--- config.mk ---
export PLATFORM = sky130hd
export DESIGN_NAME = rde_ram
export DESIGN_NICKNAME = d
export VERILOG_FILES = /design/src/rtl/core/rde_ram.sv
export SDC_FILE = /design/constraint.sdc
export NUM_CORES = 2
export LEC_CHECK = 0
export BUFFER_PORTS_ARGS = -buffer_cell sky130_fd_sc_hd__buf_2
export CORE_ASPECT_RATIO = 1.5
export CORE_UTILIZATION = 40
export CTS_BUF_LIST = sky130_fd_sc_hd__clkbuf_16
export DETAILED_ROUTE_END_ITERATION = 6
export GPL_TIMING_DRIVEN = 0
export SYNTH_ARGS = -nofsm -noshare
export SYNTH_HDL_FRONTEND = slang
export SYNTH_SLANG_ARGS = --single-unit
--- constraint.sdc ---
create_clock -name clk -period 5.8 [get_ports clk]
set_clock_uncertainty 0.2 [all_clocks]
set_input_delay 1.16 -clock clk [delete_from_list [all_inputs] [get_ports clk]]
set_output_delay 1.16 -clock clk [all_outputs]
set_load 0.05 [all_outputs]
--- src/rtl/core/rde_ram.sv ---
// ============================================================================
// rde_ram
// Simple dual-port synchronous RAM, one write and one registered read port.
// ============================================================================
`default_nettype none

module rde_ram #(
    parameter int DEPTH_P = 64,
    parameter int WIDTH_P = 32,
    localparam int AW     = $clog2(DEPTH_P)
) (
    input  wire logic               clk,
    input  wire logic               we,
    input  wire logic [AW-1:0]      waddr,
    input  wire logic [WIDTH_P-1:0] wdata,
    input  wire logic               re,
    input  wire logic [AW-1:0]      raddr,
    output logic      [WIDTH_P-1:0] rdata
);

    logic [WIDTH_P-1:0] mem [DEPTH_P];
    logic [WIDTH_P-1:0] rdata_reg;

    // Write port
    always_ff @(posedge clk)
    begin
        if (we)
        begin
            mem[waddr] <= wdata;
        end
    end

    // Read port, registered
    always_ff @(posedge clk)
    begin
        if (re)
        begin
            rdata_reg <= mem[raddr];
        end
    end

    assign rdata = rdata_reg;

endmodule

`default_nettype wire

# ---- After elaboration in Yosys (flattened, before gate mapping)
# Memories as Yosys holds them, arrays and structs flattened. A register that Yosys moved wholly into a read port is not among the register bits.
# Cells that the tools add are included.
dict set report classes {
  n_mux 2
}
# operator count
set op_table {}
lappend op_table {{$mux W1} 2}
dict set report totals {
  ff_bits 0
  ramBits 2048
  output_inout_bits 32
  mem_count 1
  input_bits 47
  word_cells 3
}
# memory depth word_bits rd rd_clocked_by_memory_dff write_ports line
set mem_list {}
lappend mem_list {mem 64 32 1 1 1 21} ;# logic [WIDTH_P-1:0] mem [DEPTH_P];

# ---- Longest topological paths before layout
dict set report depth {
  ltp_word 2
  depth_mapped 10
  ltp_nobuf 5
}

# ---- Least setup slack after synthesis
# OpenSTA, ideal clock, no wires.
dict set report synth_timing {
  path_type {input to register}
  from {input waddr[3]}
  to {memory mem[48][0], enable pin}
  n_path_buf 1
  cell_stages 4
  required_ps 5139
  path_slack_ps 1280
  arrival_ps 3859
  setup_time_ps 461
  path_cell_list {clkbuf_1 > nor2b_1 > nand4b_1 > nor3_1}
}
# item line
set synth_lines {}
lappend synth_lines {{start, declared} 14} ;# input wire logic [AW-1:0] waddr,
lappend synth_lines {{end, declared} 21}
# No word-level cell before the write port.

==> reports/metrics.cfg <==
[timing]
worst_slew_margin_rel = -0.0222
min_period_ps = 5000
rsz0062_at_grt = false
period_share = 0.862
hold_viol = 0
fmax_mhz = 200
drv_slew = 22
worst_slew_pin_slew_ps = 1530
final-setup-viol-count = 0

[setup_path]
cp-startpoint = raddr[1]
regToRegEndpoint = rdata[22]$_DFFE_PP_
critPathCaptureType = flop
crit_fanout = 10
critical_path_class = in2reg
critPathLaunchType = primary input
critPathArrivalTime_ps = 5300
reg2reg_depth = 4
r2r_start = mem[15][22]$_DFFE_PP_
crit_required_ps = 6100
r2r_setup_slack_ps = 2730

[power_and_ir_drop]
ir_drop_mv = 0.209
power_leakage_nw = 27.8
power.share.combinational = 0.061
power.density_nw_per_um2 = 337
sw_frac_of_total = 0.221
total_power_mw = 30.4
p_sw_mw = 6.71
p_clk_frac = 0.390
p_int_mw = 23.7
pwr-share-seq = 0.549

[floorplanning]
io_pins = 79
num_rows = 199
die_area_um2 = 199000
fp.dieH_um = 546
core-area_um2 = 196000
initial_core_util = 0.402
die_w_um = 364

[place]
io_buffers = 70
dp_hpwl_um = 159000
dp.cells = 6085
gp_congestion = 0.998

[synthesis]
ys_seq_area_frac = 0.792
yosysTopAreaCellShare = 0.792
muxShareOfSynthArea = 0.167
synth-adder-area-share = 0
syn_inst = 3324
synth-xor-area-share = 0
synth_warnings = 0
synth_top_family_by_area = multiplexers
synth-simple-area-share = 0.0126
yosysMostFrequentCell = edfxtp_1
syn-num-nets = 3371
synth-seq-cells = 2080
syn-cell-area_um2 = 78800
avgSynthCellArea_um2 = 23.7
synth_edf_count = 2080
synth_top_cells_by_area = edfxtp_1 (79%), mux4_2 (16%), mux2i_1 (1.2%)
async_flop_share = 0
synth_compound_area_frac = 0.0167
synth_top_area_cell = edfxtp_1
ys.flop_type = edfxtp_1
ys_top_cells_by_count = edfxtp_1 (2080), mux4_2 (544), nor2_1 (137)
synth_cell_types = 33

[min_path]
whs_endpoint = mem[54][13]$_DFFE_PP_
hold_path.startpoint = wdata[13]
hold_class = in2reg
min_path_cells = 1

[routing]
ant_nets = 0
wl_per_cell_um = 37.3
dr_total_vias = 38115
routed_via_density = 5.94
wl_um = 240000
drt_iter0_drc = 4932
drc = 0
drtPass1Iterations = 7

[clocking]
cts.clk_slew.worst_paths_ps = 60
cts_max_path_buffers = 4
clock_sinks = 2080
tritoncts = built
hold_buffers = 0
cts_made_buffers = 190
insertion_delay_ps = 830
cts_root_buf = clkbuf_16
htreeDepth = 4
cts_setup_buffers = 0
cts_resized = 0

[grt]
antenna_found_initial = 22
grt_remaining_overflow = 0
grt_max_degree = 65
grt_pass1_wl_um = 323000
grt_usage = 0.242
first_global_vias = 38945

[layout]
syn2layout_area_growth_pct = 14.4
stdcell_count = 6420
largest_reg_flops = 2048
fill_cells = 16088
layout.nets = 3711
drive_gt1_frac = 0.286

[run_status]
status = finished with violations
violations = max-capacitance violations, max-slew violations

[run]
cap_viol_max_count = 3

[stage by stage]
| step | utilization | TNS, ps | hold WS (ps) | setup WS, ps | area (um^2) |
|---|---|---|---|---|---|
| 3_5_place_dp | 0.431 | 0 | 970 | 197 | 84400 |
| 6_report | 0.460 | 0 | 695 | 799 | 90200 |
| 3_3_place_gp | 0.421 | -729520 | 949 | -2620 | 82500 |
| 4_1_cts | 0.460 | 0 | 726 | 1040 | 90100 |
| 2_1_floorplan | - | 0 | 550 | 1280 | 78800 |
| 5_1_grt | 0.460 | 0 | 725 | 1000 | 90100 |
[how the worst max path moves through the flow]
stage                       endpoint  slack [ps]  depth (start not counted)
2_1_floorplan   mem[48][0]$_DFFE_PP_        1280                          4
3_5_place_dp      rdata[2]$_DFFE_PP_         200                          9
6_report          rdata[2]$_DFFE_PP_         800                          9
4_1_cts           rdata[2]$_DFFE_PP_        1040                          9
3_3_place_gp   mem[49][11]$_DFFE_PP_       -2620                          4
5_1_grt           rdata[2]$_DFFE_PP_        1000                          9
[cell families (layout without fill, tap and decap cells)]
group           Yosys count  count (layout)
mux                     637             637
simple gates            223             223
buf+inv                 182             656
flops                  2080            2080
compound gates          202             202
other cells               0               9
[power groups by stage]
stage / clock (mW) / combinational [mW] / sequential, mW
CTS: 12.0 / 1.86 / 16.7
global placement: 0 / 1.79 / 17.0
floorplan: 0 / 0.810 / 17.1
detailed placement: 0 / 1.85 / 17.0
finish: 11.8 / 1.86 / 16.7
global route: 12.4 / 1.90 / 16.7
[cell type report]
type                            instances  area (um^2)  area share
Antenna cell                            9         22.5    0.000250
Multi-Input combinational cell       1062        16000       0.177
Sequential cell                      2080        62500       0.693
Clock buffer                          192         4800      0.0533
Buffer                                182          890     0.00987
Timing Repair Buffer                  148         1860      0.0207
Tap cell                             2613         3270      0.0363
Clock inverter                        134          885     0.00981
[critical path, cell delays in order]
cell and delay (ps):
buf_2 330, buf_2 390, buf_2 450, clkbuf_1 1030, mux4_2 450, o22ai_1 320
nor2_1 230, a21oi_1 660, nor2_1 230
[routing by layer]
metal,GRT usage,up-vias,wire length (um)
li1,-,14953,-
met1,0.281,20662,81000
met2,0.413,1985,122000
met3,0.0455,493,19000
met4,0.149,22,17400
met5,0,-,142
[cells in the final DEF (no fill, tap or decap), drive strengths merged]
cell type and instances:
bufinv 11, a21oi 62, nand3 5, nor2b 15, diode 9, a311oi 8, mux2i 93, and3 4
a31oi 1, or3 3, mux4 544, inv 50, clkinv 72, a22oi 12, clkbuf 266, o32ai 4
edfxtp 2080, nor3 7, or2 3, o22ai 84, and2 2, nor2 137, buf 256, nand4b 1
clkinvlp 1, nand4 2, nand2b 8, or3b 5, nand2 26, o221ai 27, a41o 4, nand3b 5
(Power assumes the default switching activity.)
